<file path="src/rtl/bit_plane_context_former_defines.svh">
// Assertion macros shared by the context former modules.
// Each macro expects the module to have clk and rst_n in scope.
`ifndef BIT_PLANE_CONTEXT_FORMER_DEFINES_SVH
`define BIT_PLANE_CONTEXT_FORMER_DEFINES_SVH

// Consequent must hold in the same cycle as the antecedent.
`define BPCF_ASSERT_NOW(lbl, ante, cons, msg) \
  lbl: assert property (@(posedge clk) disable iff (!rst_n) (ante) |-> (cons)) \
    else $error(msg);

// Consequent must hold in the cycle after the antecedent.
`define BPCF_ASSERT_NEXT(lbl, ante, cons, msg) \
  lbl: assert property (@(posedge clk) disable iff (!rst_n) (ante) |=> (cons)) \
    else $error(msg);

`endif

</file>
<file path="src/rtl/bpcf_pkg.sv">
package bpcf_pkg;

  // Template walk: nine neighbour reads per query in either mode.
  localparam int STEP_W    = 4;
  localparam int NUM_STEPS = 9;
  localparam logic [STEP_W-1:0] LAST_STEP = STEP_W'(NUM_STEPS - 1);

  // Fixed field widths.
  localparam int ACC_W   = 13;
  localparam int POS_W   = 4;
  localparam int DIM_W   = 7;
  localparam int PLANE_W = 4;
  localparam int COORD_W = 6;

  // Operation codes.
  localparam logic OP_WRITE = 1'b0;
  localparam logic OP_QUERY = 1'b1;

  // Register indexes on the configuration port.
  typedef logic [1:0] reg_idx_t;
  localparam reg_idx_t REG_WIDTH  = 2'd0;
  localparam reg_idx_t REG_HEIGHT = 2'd1;
  localparam reg_idx_t REG_FIRST  = 2'd2;

  // Register reset values.
  localparam logic [DIM_W-1:0]   WIDTH_RST  = 7'd64;
  localparam logic [DIM_W-1:0]   HEIGHT_RST = 7'd64;
  localparam logic [PLANE_W-1:0] FIRST_RST  = 4'd15;

  // Neighbour offsets in three-bit two's complement.
  localparam logic [2:0] OFS_M2 = 3'b110;
  localparam logic [2:0] OFS_M1 = 3'b111;
  localparam logic [2:0] OFS_Z  = 3'b000;
  localparam logic [2:0] OFS_P1 = 3'b001;
  localparam logic [2:0] OFS_P2 = 3'b010;

  typedef struct packed {
    logic [DIM_W-1:0]   width;
    logic [DIM_W-1:0]   height;
    logic [PLANE_W-1:0] first_plane;
  } cfg_t;

  typedef struct packed {
    logic              take_write;
    logic              take_query;
    logic              rd_issue;
    logic [STEP_W-1:0] step;
    logic              load_out;
  } cmd_t;

  typedef struct packed {
    logic out_free;
  } status_t;

  typedef enum logic [1:0] {
    ST_IDLE,
    ST_READ,
    ST_DRAIN,
    ST_DONE
  } state_t;

  // One template slot: offset, plane above or current, bit position, and
  // whether it moves up one position when (+1,-2) lies outside.
  typedef struct packed {
    logic [2:0]       dx;
    logic [2:0]       dy;
    logic             up;
    logic [POS_W-1:0] pos;
    logic             shifts;
  } step_t;

  function automatic step_t step_lookup(input logic first, input logic [STEP_W-1:0] idx);
    step_t s;
    s = '0;
    if (first) begin
      // 2D template on the first coded plane.
      unique case (idx)
        4'd0:    s = '{dx: OFS_M1, dy: OFS_M2, up: 1'b0, pos: 4'd1,  shifts: 1'b0};
        4'd1:    s = '{dx: OFS_Z,  dy: OFS_M2, up: 1'b0, pos: 4'd2,  shifts: 1'b0};
        4'd2:    s = '{dx: OFS_M2, dy: OFS_M1, up: 1'b0, pos: 4'd4,  shifts: 1'b1};
        4'd3:    s = '{dx: OFS_M1, dy: OFS_M1, up: 1'b0, pos: 4'd5,  shifts: 1'b1};
        4'd4:    s = '{dx: OFS_Z,  dy: OFS_M1, up: 1'b0, pos: 4'd6,  shifts: 1'b1};
        4'd5:    s = '{dx: OFS_P1, dy: OFS_M1, up: 1'b0, pos: 4'd7,  shifts: 1'b1};
        4'd6:    s = '{dx: OFS_P2, dy: OFS_M1, up: 1'b0, pos: 4'd8,  shifts: 1'b1};
        4'd7:    s = '{dx: OFS_M2, dy: OFS_Z,  up: 1'b0, pos: 4'd9,  shifts: 1'b1};
        4'd8:    s = '{dx: OFS_M1, dy: OFS_Z,  up: 1'b0, pos: 4'd10, shifts: 1'b1};
        default: s = '0;
      endcase
    end else begin
      // Plus-shaped window one plane up, then four causal neighbours.
      unique case (idx)
        4'd0:    s = '{dx: OFS_Z,  dy: OFS_M1, up: 1'b1, pos: 4'd1,  shifts: 1'b0};
        4'd1:    s = '{dx: OFS_M1, dy: OFS_Z,  up: 1'b1, pos: 4'd3,  shifts: 1'b0};
        4'd2:    s = '{dx: OFS_Z,  dy: OFS_Z,  up: 1'b1, pos: 4'd4,  shifts: 1'b0};
        4'd3:    s = '{dx: OFS_P1, dy: OFS_Z,  up: 1'b1, pos: 4'd5,  shifts: 1'b0};
        4'd4:    s = '{dx: OFS_Z,  dy: OFS_P1, up: 1'b1, pos: 4'd7,  shifts: 1'b0};
        4'd5:    s = '{dx: OFS_M1, dy: OFS_M1, up: 1'b0, pos: 4'd9,  shifts: 1'b0};
        4'd6:    s = '{dx: OFS_Z,  dy: OFS_M1, up: 1'b0, pos: 4'd10, shifts: 1'b0};
        4'd7:    s = '{dx: OFS_P1, dy: OFS_M1, up: 1'b0, pos: 4'd11, shifts: 1'b0};
        4'd8:    s = '{dx: OFS_M1, dy: OFS_Z,  up: 1'b0, pos: 4'd12, shifts: 1'b0};
        default: s = '0;
      endcase
    end
    return s;
  endfunction

endpackage

</file>
<file path="src/rtl/bpcf_regs.sv">
module bpcf_regs (
  input  logic               clk,
  input  logic               rst_n,
  input  logic               cfg_psel,
  input  logic               cfg_penable,
  input  logic               cfg_pwrite,
  input  logic [3:0]         cfg_paddr,
  input  logic [31:0]        cfg_pwdata,
  output logic [31:0]        cfg_prdata,
  output logic               cfg_pready,
  output bpcf_pkg::cfg_t     cfg
);
  import bpcf_pkg::*;

  cfg_t     cfg_r;
  reg_idx_t idx;
  logic     wr_en;

  assign cfg_pready = 1'b1;
  assign idx        = cfg_paddr[3:2];
  assign wr_en      = cfg_psel && cfg_penable && cfg_pwrite && cfg_pready;
  assign cfg        = cfg_r;

  // Register writes complete in the access phase.
  always_ff @(posedge clk) begin
    if (!rst_n) begin
      cfg_r.width       <= WIDTH_RST;
      cfg_r.height      <= HEIGHT_RST;
      cfg_r.first_plane <= FIRST_RST;
    end else if (wr_en) begin
      unique case (idx)
        REG_WIDTH:  cfg_r.width       <= cfg_pwdata[DIM_W-1:0];
        REG_HEIGHT: cfg_r.height      <= cfg_pwdata[DIM_W-1:0];
        REG_FIRST:  cfg_r.first_plane <= cfg_pwdata[PLANE_W-1:0];
        default:    ;
      endcase
    end
  end

  // Read back, zero extended.
  always_comb begin
    unique case (idx)
      REG_WIDTH:  cfg_prdata = 32'(cfg_r.width);
      REG_HEIGHT: cfg_prdata = 32'(cfg_r.height);
      REG_FIRST:  cfg_prdata = 32'(cfg_r.first_plane);
      default:    cfg_prdata = '0;
    endcase
  end

endmodule

</file>
<file path="config.mk">
export PLATFORM = sky130hd
export DESIGN_NAME = bpcf_regs
export DESIGN_NICKNAME = d
export VERILOG_FILES = /design/src/rtl/bit_plane_context_former_defines.svh /design/src/rtl/bpcf_pkg.sv /design/src/rtl/bpcf_regs.sv
export SDC_FILE = /design/constraint.sdc
export NUM_CORES = 1
export LEC_CHECK = 0
export ABC_AREA = 1
export BUFFER_PORTS_ARGS = -buffer_cell sky130_fd_sc_hd__buf_2
export CAP_MARGIN = 20
export CORE_MARGIN = 1
export CORE_UTILIZATION = 36
export CTS_BUF_LIST = sky130_fd_sc_hd__clkbuf_8
export CTS_CLUSTER_DIAMETER = 120
export DETAILED_ROUTE_END_ITERATION = 6
export PLACE_DENSITY = 0.86
export REMOVE_ABC_BUFFERS = 1
export SETUP_SLACK_MARGIN = 0.4
export SLEW_MARGIN = 30
export SYNTH_ARGS = -nofsm -noshare
export SYNTH_HDL_FRONTEND = slang
export SYNTH_SLANG_ARGS = --single-unit
</file>
<file path="constraint.sdc">
create_clock -name clk -period 0.8 [get_ports clk]
set_input_delay 0.08 -clock clk [delete_from_list [all_inputs] [get_ports clk]]
set_output_delay 0.08 -clock clk [all_outputs]
set_load 0.1 [all_outputs]
</file>
==> out/metrics.cfg <==
[placement]
placed_area_mm2 = 0.00177
gp_congestion = 0.774
post-place-ws_ps = -170
dp_hpwl_mm = 2.06
io_buffers = 38

[die]
core_mm2 = 0.00283
die_w_um = 57.4
io_pins = 92
num_rows = 19
die_y_um = 57.4
initial_core_util_pct = 39.1
dieArea_mm2 = 0.00330

[routing]
avgViaCountPerCell = 4.74
remaining_drc_errors = 5
wl_per_cell_um = 15.0
ant_nets = 0
dr_total_vias = 1243
firstDrtPassIters = 6
routed_wl_mm = 3.93
drtIter0Drc = 36

[clock_tree]
htreeDepth = 1
clk_pin_slew_worst_paths_ps = 70
cts_buffer_depth = 2
cts_tree = done
clk_latency_ps = 260
cts_hold_repair.buffers = 0
cts_buffers = 3
cts-root-buf = clkbuf_8
cts.sinks = 18

[synthesis]
ys.flop_type = dfxtp_1
synthMuxAreaShare_pct = 0
ys_top_cells_by_count = 39 x nand2_1, 27 x buf_4, 24 x nor2_1, 19 x nand3_1, 18 x dfxtp_1
synth_edf_count = 0
yosys.area.top_type = dfxtp_1
synth_area_per_cell_um2 = 7.00
netlist_area_mm2 = 0.00111
synth_most_common_cell = nand2_1
synth_top_family_by_area = simple AND/OR/NAND/NOR gates
synth_adder_area_share_pct = 0
synth_compound_area_share_pct = 3.28
synth_top_area_share_pct = 32.6
synth_cells = 158
ys_ff_latch = 18
synthSimpleGateAreaFrac_pct = 38.8
async_flop_share_pct = 0
synth_seq_area_share_pct = 32.6
synth_area_leaders = dfxtp_1 33%, buf_4 18%, nand2_1 13%
yosysWarnings = 0
ys_types = 15
synth-xor-area-share_pct = 0

[timing]
hold_viol = 0
period_share_pct = 135
setup_viol = 27
finalWorstSetupSlack_ps = -282
period_needed_ps = 1080
rsz0062_at_grt = true
clock_skew_ps = 0
drv_slew = 0
max_freq_mhz = 924

[grt]
track_usage_pct = 18.0
overflow = 0
grt_pass1_wl_mm = 4.57
antenna_found_initial = 0
grt_pass1_vias = 1051
grt_max_degree = 19

[worst_setup_path]
crit_arrival_ps = 1000
critPathSlowestCell = dfxtp_2
max_stage_delay_ps = 330
regToRegSetupSlack_ps = -80
required_ps = 720
worst-setup-path-type = reg -> out
endpoint_kind = output pin
crit_chain = a22o_1 > buf_12
critPathMaxFanout = 2
crit_path_start_kind = register

[final_layout]
drive_gt1_share_pct = 66.7
fin_area_mm2 = 0.00228
seqCellArea_um2 = 383
antenna_cells = 0
fillers = 168
syn2layout_area_growth_pct = 106
multi_input_area_um2 = 766
largest_reg_flops = 18
final_nets = 273

[outcome]
outcome = complete, but fails checks
violations = DRC, setup timing

[power]
peakVddDrop_v = 0.000992
p_total_mw = 3.12
leakage_nw = 1.08
powerDensity_mw_per_mm2 = 1370

[worst_hold_path]
min_path_type = in -> reg

[flow_run]
max-cap-violations = 0

## area by class of cell
class | count | area share [%]
Clock buffer | 4 | 2.41
Sequential cell | 18 | 16.8
Tap cell | 31 | 1.70
Inverter | 10 | 1.87
Timing Repair Buffer | 76 | 43.6
Multi-Input combinational cell | 123 | 33.6
## what timing repair did
| action | in CTS | in global routing |
|---|---|---|
| gates resized for setup | 55 | 53 |
| buffers inserted | 3 | 11 |
| setup endpoints to repair | 43 | 43 |
| pin swaps | 35 | 20 |
## critical path, delay by kind of cell, from the launching register on
family / cells / cell delay, ps
compound gates: 1 / 240
buf+inv: 1 / 170
flops: 1 / 330
## where the power goes
part	internal, mW	switching, mW	total, mW	leakage, nW
sequential	0.919	0.0172	0.936	0.149
combinational	0.337	1.07	1.41	0.904
clock	0.438	0.341	0.780	0.0288
total	1.69	1.43	3.12	1.08
## stage by stage
| stage | hold slack, ps | instances | TNS (ps) | utilization, % |
|---|---|---|---|---|
| finish | 43.6 | 262 | -4940 | 80.6 |
| detailed placement | 315 | 244 | -2400 | 62.6 |
| global placement | 304 | 244 | -1780 | 62.6 |
| CTS | 37.8 | 251 | -4210 | 70.9 |
| floorplan | 165 | 151 | -19450 | - |
| global route | 59.8 | 262 | -5440 | 80.6 |
## path summary, 6_finish.rpt
path / startpoint / to / cells past startpoint
worst max-delay path: cfg[15]$_SDFFE_PN0P_ / cfg_prdata[4] / 2
worst min-delay path: cfg_pwdata[6] / cfg[10]$_SDFFE_PN1P_ / 3
worst max register to register: cfg[15]$_SDFFE_PN0P_ / cfg[15]$_SDFFE_PN0P_ / 5
worst min register to register: cfg[17]$_SDFFE_PN1P_ / cfg[17]$_SDFFE_PN1P_ / 3
## placed cells by master, fill, tap and decap left out
cell      instances
a22o_1            3
buf_12           28
buf_2            11
buf_4             9
buf_6            27
clkbuf_4          1
clkbuf_8          4
conb_1           26
dfxtp_2          18
inv_1             6
inv_2             2
inv_4             2
nand2_1          22
nand2_2          14
nand2_4           3
nand3_1          11
nand3_2          10
nand3_4           2
nor2_1            9
nor2_2            8
nor2_4           13
o21ai_2           2
## cells by family (layout without fill, tap and decap cells)
group | Yosys count | after routing
AOI/OAI and AO/OA | 5 | 5
buffers and inverters | 41 | 90
DFF | 18 | 18
and+or+nand+nor | 92 | 92
other | 2 | 26
## routing by layer
metal,GRT usage (%),up-vias,routed length [um]
met5,0,-,0
met4,5.23,0,150
met3,2.72,15,232
met2,36.0,67,2240
met1,19.1,569,1310
li1,-,592,-
Note: power is estimated with default switching activity, not from simulation.
