--- src/rtl/bit_plane_context_former_defines.svh ---
// Assertion macros shared by the context former modules.
// Each macro expects the module to have clk and rst_n in scope.
`ifndef BIT_PLANE_CONTEXT_FORMER_DEFINES_SVH
`define BIT_PLANE_CONTEXT_FORMER_DEFINES_SVH

// Consequent must hold in the same cycle as the antecedent.
`define BPCF_ASSERT_NOW(lbl, ante, cons, msg) \
  lbl: assert property (@(posedge clk) disable iff (!rst_n) (ante) |-> (cons)) \
    else $error(msg);

// Consequent must hold in the cycle after the antecedent.
`define BPCF_ASSERT_NEXT(lbl, ante, cons, msg) \
  lbl: assert property (@(posedge clk) disable iff (!rst_n) (ante) |=> (cons)) \
    else $error(msg);

`endif

--- src/rtl/bpcf_pkg.sv ---
package bpcf_pkg;

  // Template walk: nine neighbour reads per query in either mode.
  localparam int STEP_W    = 4;
  localparam int NUM_STEPS = 9;
  localparam logic [STEP_W-1:0] LAST_STEP = STEP_W'(NUM_STEPS - 1);

  // Fixed field widths.
  localparam int ACC_W   = 13;
  localparam int POS_W   = 4;
  localparam int DIM_W   = 7;
  localparam int PLANE_W = 4;
  localparam int COORD_W = 6;

  // Operation codes.
  localparam logic OP_WRITE = 1'b0;
  localparam logic OP_QUERY = 1'b1;

  // Register indexes on the configuration port.
  typedef logic [1:0] reg_idx_t;
  localparam reg_idx_t REG_WIDTH  = 2'd0;
  localparam reg_idx_t REG_HEIGHT = 2'd1;
  localparam reg_idx_t REG_FIRST  = 2'd2;

  // Register reset values.
  localparam logic [DIM_W-1:0]   WIDTH_RST  = 7'd64;
  localparam logic [DIM_W-1:0]   HEIGHT_RST = 7'd64;
  localparam logic [PLANE_W-1:0] FIRST_RST  = 4'd15;

  // Neighbour offsets in three-bit two's complement.
  localparam logic [2:0] OFS_M2 = 3'b110;
  localparam logic [2:0] OFS_M1 = 3'b111;
  localparam logic [2:0] OFS_Z  = 3'b000;
  localparam logic [2:0] OFS_P1 = 3'b001;
  localparam logic [2:0] OFS_P2 = 3'b010;

  typedef struct packed {
    logic [DIM_W-1:0]   width;
    logic [DIM_W-1:0]   height;
    logic [PLANE_W-1:0] first_plane;
  } cfg_t;

  typedef struct packed {
    logic              take_write;
    logic              take_query;
    logic              rd_issue;
    logic [STEP_W-1:0] step;
    logic              load_out;
  } cmd_t;

  typedef struct packed {
    logic out_free;
  } status_t;

  typedef enum logic [1:0] {
    ST_IDLE,
    ST_READ,
    ST_DRAIN,
    ST_DONE
  } state_t;

  // One template slot: offset, plane above or current, bit position, and
  // whether it moves up one position when (+1,-2) lies outside.
  typedef struct packed {
    logic [2:0]       dx;
    logic [2:0]       dy;
    logic             up;
    logic [POS_W-1:0] pos;
    logic             shifts;
  } step_t;

  function automatic step_t step_lookup(input logic first, input logic [STEP_W-1:0] idx);
    step_t s;
    s = '0;
    if (first) begin
      // 2D template on the first coded plane.
      unique case (idx)
        4'd0:    s = '{dx: OFS_M1, dy: OFS_M2, up: 1'b0, pos: 4'd1,  shifts: 1'b0};
        4'd1:    s = '{dx: OFS_Z,  dy: OFS_M2, up: 1'b0, pos: 4'd2,  shifts: 1'b0};
        4'd2:    s = '{dx: OFS_M2, dy: OFS_M1, up: 1'b0, pos: 4'd4,  shifts: 1'b1};
        4'd3:    s = '{dx: OFS_M1, dy: OFS_M1, up: 1'b0, pos: 4'd5,  shifts: 1'b1};
        4'd4:    s = '{dx: OFS_Z,  dy: OFS_M1, up: 1'b0, pos: 4'd6,  shifts: 1'b1};
        4'd5:    s = '{dx: OFS_P1, dy: OFS_M1, up: 1'b0, pos: 4'd7,  shifts: 1'b1};
        4'd6:    s = '{dx: OFS_P2, dy: OFS_M1, up: 1'b0, pos: 4'd8,  shifts: 1'b1};
        4'd7:    s = '{dx: OFS_M2, dy: OFS_Z,  up: 1'b0, pos: 4'd9,  shifts: 1'b1};
        4'd8:    s = '{dx: OFS_M1, dy: OFS_Z,  up: 1'b0, pos: 4'd10, shifts: 1'b1};
        default: s = '0;
      endcase
    end else begin
      // Plus-shaped window one plane up, then four causal neighbours.
      unique case (idx)
        4'd0:    s = '{dx: OFS_Z,  dy: OFS_M1, up: 1'b1, pos: 4'd1,  shifts: 1'b0};
        4'd1:    s = '{dx: OFS_M1, dy: OFS_Z,  up: 1'b1, pos: 4'd3,  shifts: 1'b0};
        4'd2:    s = '{dx: OFS_Z,  dy: OFS_Z,  up: 1'b1, pos: 4'd4,  shifts: 1'b0};
        4'd3:    s = '{dx: OFS_P1, dy: OFS_Z,  up: 1'b1, pos: 4'd5,  shifts: 1'b0};
        4'd4:    s = '{dx: OFS_Z,  dy: OFS_P1, up: 1'b1, pos: 4'd7,  shifts: 1'b0};
        4'd5:    s = '{dx: OFS_M1, dy: OFS_M1, up: 1'b0, pos: 4'd9,  shifts: 1'b0};
        4'd6:    s = '{dx: OFS_Z,  dy: OFS_M1, up: 1'b0, pos: 4'd10, shifts: 1'b0};
        4'd7:    s = '{dx: OFS_P1, dy: OFS_M1, up: 1'b0, pos: 4'd11, shifts: 1'b0};
        4'd8:    s = '{dx: OFS_M1, dy: OFS_Z,  up: 1'b0, pos: 4'd12, shifts: 1'b0};
        default: s = '0;
      endcase
    end
    return s;
  endfunction

endpackage

--- src/rtl/bpcf_ctrl.sv ---
`include "bit_plane_context_former_defines.svh"

module bpcf_ctrl (
  input  logic              clk,
  input  logic              rst_n,
  input  logic              in_valid,
  input  logic              in_operation,
  output logic              in_stall,
  input  bpcf_pkg::status_t status,
  output bpcf_pkg::cmd_t    cmd
);
  import bpcf_pkg::*;

  state_t            state_r, state_nxt;
  logic [STEP_W-1:0] cnt_r, cnt_nxt;

  // State and step counter.
  always_ff @(posedge clk) begin
    if (!rst_n) begin
      state_r <= ST_IDLE;
      cnt_r   <= '0;
    end else begin
      state_r <= state_nxt;
      cnt_r   <= cnt_nxt;
    end
  end

  // Next state: a query walks the template, then drains the last read and
  // waits for the output register.
  always_comb begin
    state_nxt = state_r;
    cnt_nxt   = cnt_r;
    unique case (state_r)
      ST_IDLE: begin
        if (in_valid && in_operation == OP_QUERY) begin
          state_nxt = ST_READ;
          cnt_nxt   = '0;
        end
      end
      ST_READ: begin
        if (cnt_r == LAST_STEP) begin
          state_nxt = ST_DRAIN;
        end else begin
          cnt_nxt = cnt_r + STEP_W'(1);
        end
      end
      ST_DRAIN: state_nxt = ST_DONE;
      ST_DONE: begin
        if (status.out_free) begin
          state_nxt = ST_IDLE;
        end
      end
      default: state_nxt = ST_IDLE;
    endcase
  end

  // Commands to the datapath.
  always_comb begin
    cmd      = '0;
    in_stall = 1'b1;
    unique case (state_r)
      ST_IDLE: begin
        in_stall = 1'b0;
        if (in_valid) begin
          unique case (in_operation)
            OP_WRITE: cmd.take_write = 1'b1;
            OP_QUERY: cmd.take_query = 1'b1;
            default:  ;
          endcase
        end
      end
      ST_READ: begin
        cmd.rd_issue = 1'b1;
        cmd.step     = cnt_r;
      end
      ST_DRAIN: ;
      ST_DONE:  cmd.load_out = status.out_free;
      default:  ;
    endcase
  end

  `BPCF_ASSERT_NEXT(a_query_starts_walk, cmd.take_query, state_r == ST_READ && cnt_r == '0, "query did not start the template walk at step zero")
  `BPCF_ASSERT_NEXT(a_walk_ends, state_r == ST_READ && cnt_r == LAST_STEP, state_r == ST_DRAIN, "template walk did not end after the last step")
  `BPCF_ASSERT_NOW(a_no_take_when_busy, state_r != ST_IDLE, in_stall && !cmd.take_query && !cmd.take_write, "transaction taken while a query is in progress")

endmodule

--- config.mk ---
export PLATFORM = sky130hd
export DESIGN_NAME = bpcf_ctrl
export DESIGN_NICKNAME = d
export VERILOG_FILES = /design/src/rtl/bpcf_pkg.sv /design/src/rtl/bpcf_ctrl.sv
export VERILOG_INCLUDE_DIRS = /design/src /design/src/rtl
export SDC_FILE = /design/constraint.sdc
export NUM_CORES = 1
export LEC_CHECK = 0
export ABC_AREA = 1
export ABC_CLOCK_PERIOD_IN_PS = 2100
export BUFFER_PORTS_ARGS = -buffer_cell sky130_fd_sc_hd__buf_4
export CORE_AREA = 2 2 39 41
export CTS_CLUSTER_DIAMETER = 40
export CTS_CLUSTER_SIZE = 14
export DETAILED_ROUTE_END_ITERATION = 10
export DIE_AREA = 0 0 41 43
export GPL_ROUTABILITY_DRIVEN = 1
export GPL_TIMING_DRIVEN = 0
export SLEW_MARGIN = 20
export SYNTH_ARGS = -nofsm -noshare
export SYNTH_HDL_FRONTEND = slang
export SYNTH_SLANG_ARGS = --single-unit
--- constraint.sdc ---
create_clock -name clk -period 2.1 [get_ports clk]
set_clock_uncertainty 0.2 [all_clocks]
set_input_delay 0.42 -clock clk [delete_from_list [all_inputs] [get_ports clk]]
set_output_delay 0.42 -clock clk [all_outputs]
set_load 0.02 [all_outputs]
==> impl_metrics.yaml <==
outcome:
  run_status: "finished clean"
worst_setup_path:
  timing.critical_path.fanout_max: 9
  crit_path_max_incr_delay_ns: 0.37
  cpMaxStageDelayCell: "sky130_fd_sc_hd__dfxtp_1"
  crit_path_cell_trace: "inv_1 > ha_1 > buf_6 > nand2_1 > inv_1 > buf_4"
  reg2reg_depth: 9
  worst_path_most_repeated_cell: "sky130_fd_sc_hd__inv_1"
  startpoint_type: "flop"
  worst_ep_required_time_ns: 1.48
  crit_path_end_kind: "primary output"
  cp_top_family: "buffers and inverters"
  crit_start: "state_r[1]$_SDFFE_PN0P_"
  class_of_the_most_critical_setup_path: "flop to primary output"
  r2r_setup_slack_ns: 0.48
  regToRegStartpoint: "state_r[1]$_SDFFE_PN0P_"
  worstReg2RegEnd: "state_r[0]$_SDFFE_PN0P_"
  worst-endpoint-arrival_ns: 1.32
  critPathBufInv: 4
global_routing:
  wire_length_of_the_first_global_routing_pass_um: 1559
  number_of_antenna_violations_at_the_first_check_in_global_routing: 0
  globalRoute.totalOverflow: 0
  grt_max_degree: 10
  via_count_of_the_first_global_routing_pass: 428
  total_routing_usage_gr: 0.1271
timing:
  drv_slew: 0
  period_share: 0.9250
  max-slew-margin-rel: 0.8583
  finalHoldViolCount: 0
  report.final.setup_viol: 0
  period_needed_ns: 1.942
  max_freq_ghz: 0.5148
  timing_worst_slew_pin_value_ns: 0.2123
  grt_setup_unrepaired: "no"
  setup_total_negative_slack_ns: 0
clock_network:
  max-clock-path-buffers: 2
  clock_sinks: 6
  clock_latency_ns: 0.24
  root_buffer: "sky130_fd_sc_hd__clkbuf_4"
  cts.repair.resized: 0
  tritoncts_clock_tree: "yes"
  clk_transition_reported_paths_ns: 0.04
  cts_hold_buffers: 0
  postCtsSetupRepairBufs: 0
  cts_buf_count: 3
  cts.htree.levels: 1
power:
  power.density_cell_area_nw_per_um2: 1178
  power.leakage_nw: 0.3940
  power.total_mw: 0.7547
  irDropWorstVdd_mv: 0.3673
placement:
  gp_routability_congestion: 0.7205
  dp_hpwl_um: 718.9
  place.port_buffers: 13
route:
  drc_violation_count_after_routing: 0
  routed_wire_length_per_instance_um: 7.955
  avgViaCountPerCell: 4.360
  wirelength_um: 883
  detail_route.first_pass.iterations: 4
  detail_route_antenna_nets: 0
  vias: 484
  drt_first_iter_violations: 4
yosys:
  synth_cell_types: 16
  synth-edff-count: 0
  synth.avg_cell_area_um2: 6.335
  synth_top_cell_by_area: "sky130_fd_sc_hd__dfxtp_1"
  synth.top_cells.by_count: "sky130_fd_sc_hd__nand2_1, sky130_fd_sc_hd__inv_1, sky130_fd_sc_hd__nor2_1"
  synth_ff_type: "sky130_fd_sc_hd__dfxtp_1"
  postSynthNetCount: 91
  seq_area_frac_synth: 0.2400
  yosys_register_bits: 6
  synth.top_cells.by_area: "sky130_fd_sc_hd__dfxtp_1, sky130_fd_sc_hd__nand2_1, sky130_fd_sc_hd__ha_1"
  yosys.area.top_type_share: 0.2400
  synth_most_common_cell: "sky130_fd_sc_hd__nand2_1"
  summed_instance_area_of_the_synthesized_netlist_um2: 500.5
  yosys_warnings: 0
  synthesis.instances: 79
  postSynth.asyncResetShare: 0
floorplan:
  placementRows: 14
  die_height_um: 43
  die-width_um: 41
  die_area_um2: 1763
  floorplan.initialDensity: 0.3617
  io-pin-count: 14
  coreArea_um2: 1384
min_path:
  hold-path-cell-count: 3
  min_delay_src: "rst_n"
  worst_hold_endpoint: "state_r[0]$_SDFFE_PN0P_"
  hold_path.class: "input port to flop"
finish:
  diodes: 0
  area.growth.synth_to_final_pct: 28.00
  nets: 109
  layout-drive-gt1-share: 0.2421
flow_run:
  cap_viol_max_count: 0
[final cells by class]
class                           count  area, um^2
Fill cell                         146       743.2
Multi-Input combinational cell     56       309.0
Inverter                           16       60.06
Timing Repair Buffer               13       97.59
Tap cell                           16       20.02
Clock buffer                        3       22.52
Sequential cell                     6       120.1
Buffer                              1       11.26
[power breakdown]
part / switching, mW / leakage (nW) / internal (mW) / total (mW)
Combinational: 0.286 / 0.331 / 0.185 / 0.471
Clock: 0.0382 / 0.0138 / 0.0644 / 0.103
Sequential: 0.0338 / 0.0494 / 0.147 / 0.181
[worst max path at each step]
stage	slack, ns	end	depth (start not counted)
after CTS	0.14	cmd[2]	6
after global routing	0.05	cmd[4]	6
after floorplan	0.41	cmd[6]	4
after detailed placement	0.40	cmd[2]	6
final	0.16	cmd[4]	6
after global placement	0.42	cmd[2]	6
[registers in the layout (all words and copies together) (netlist names)]
signal and flops:
cnt_r 4, state_r 2
[stage by stage]
| stage | cells | utilization | area, um^2 | hold slack, ns | setup slack (ns) |
|---|---|---|---|---|---|
| after floorplan | 79 | - | 500.5 | 0.2973 | 0.4071 |
| after global placement | 108 | 0.4467 | 618.1 | 0.3178 | 0.4157 |
| after detailed placement | 108 | 0.4467 | 618.1 | 0.3212 | 0.3955 |
| after CTS | 111 | 0.4629 | 640.6 | 0.2475 | 0.1390 |
| after global routing | 111 | 0.4629 | 640.6 | 0.2537 | 0.05459 |
| final | 111 | 0.4629 | 640.6 | 0.2565 | 0.1576 |
[cell usage in the layout (no fill, tap or decap)]
master and instances:
sky130_fd_sc_hd__o21ai_0 1, sky130_fd_sc_hd__ha_1 7, sky130_fd_sc_hd__nand3_2 1, sky130_fd_sc_hd__buf_6 1
sky130_fd_sc_hd__inv_1 15, sky130_fd_sc_hd__a21oi_1 3, sky130_fd_sc_hd__nand2_2 1, sky130_fd_sc_hd__clkbuf_4 3
sky130_fd_sc_hd__o21ai_1 1, sky130_fd_sc_hd__nand2_4 2, sky130_fd_sc_hd__nand2_1 25, sky130_fd_sc_hd__nor2_2 1
sky130_fd_sc_hd__nand3_1 2, sky130_fd_sc_hd__dfxtp_1 6, sky130_fd_sc_hd__buf_4 13, sky130_fd_sc_hd__nand4_1 1
sky130_fd_sc_hd__nor2_1 11, sky130_fd_sc_hd__inv_2 1
[kinds of logic (layout without fill, tap and decap cells)]
family	after synthesis	in the layout	synth area share
adders and majority gates	7	7	0.1750
AOI/OAI and AO/OA	5	5	0.04997
buffers and inverters	17	33	0.1425
DFF	6	6	0.2400
and+or+nand+nor	44	44	0.3925
[worst register-to-register path, cell delays in order (launching register included)]
cell                      delay [ns]
sky130_fd_sc_hd__dfxtp_1        0.37
sky130_fd_sc_hd__inv_1          0.10
sky130_fd_sc_hd__ha_1           0.21
sky130_fd_sc_hd__buf_6          0.15
sky130_fd_sc_hd__nand2_1        0.09
sky130_fd_sc_hd__nand2_1        0.06
sky130_fd_sc_hd__nor2_2         0.17
sky130_fd_sc_hd__nand2_1        0.07
sky130_fd_sc_hd__nand2_1        0.06
sky130_fd_sc_hd__nor2_1         0.03
[per-layer routing]
layer / GRT usage / wire (um) / up-vias
met5: 0 / 0 / -
met4: 0.04000 / 0 / 0
met3: 0.04712 / 38 / 0
met2: 0.2000 / 428 / 10
met1: 0.1536 / 416 / 207
li1: - / - / 267
Note: power is estimated with default switching activity, not from simulation.
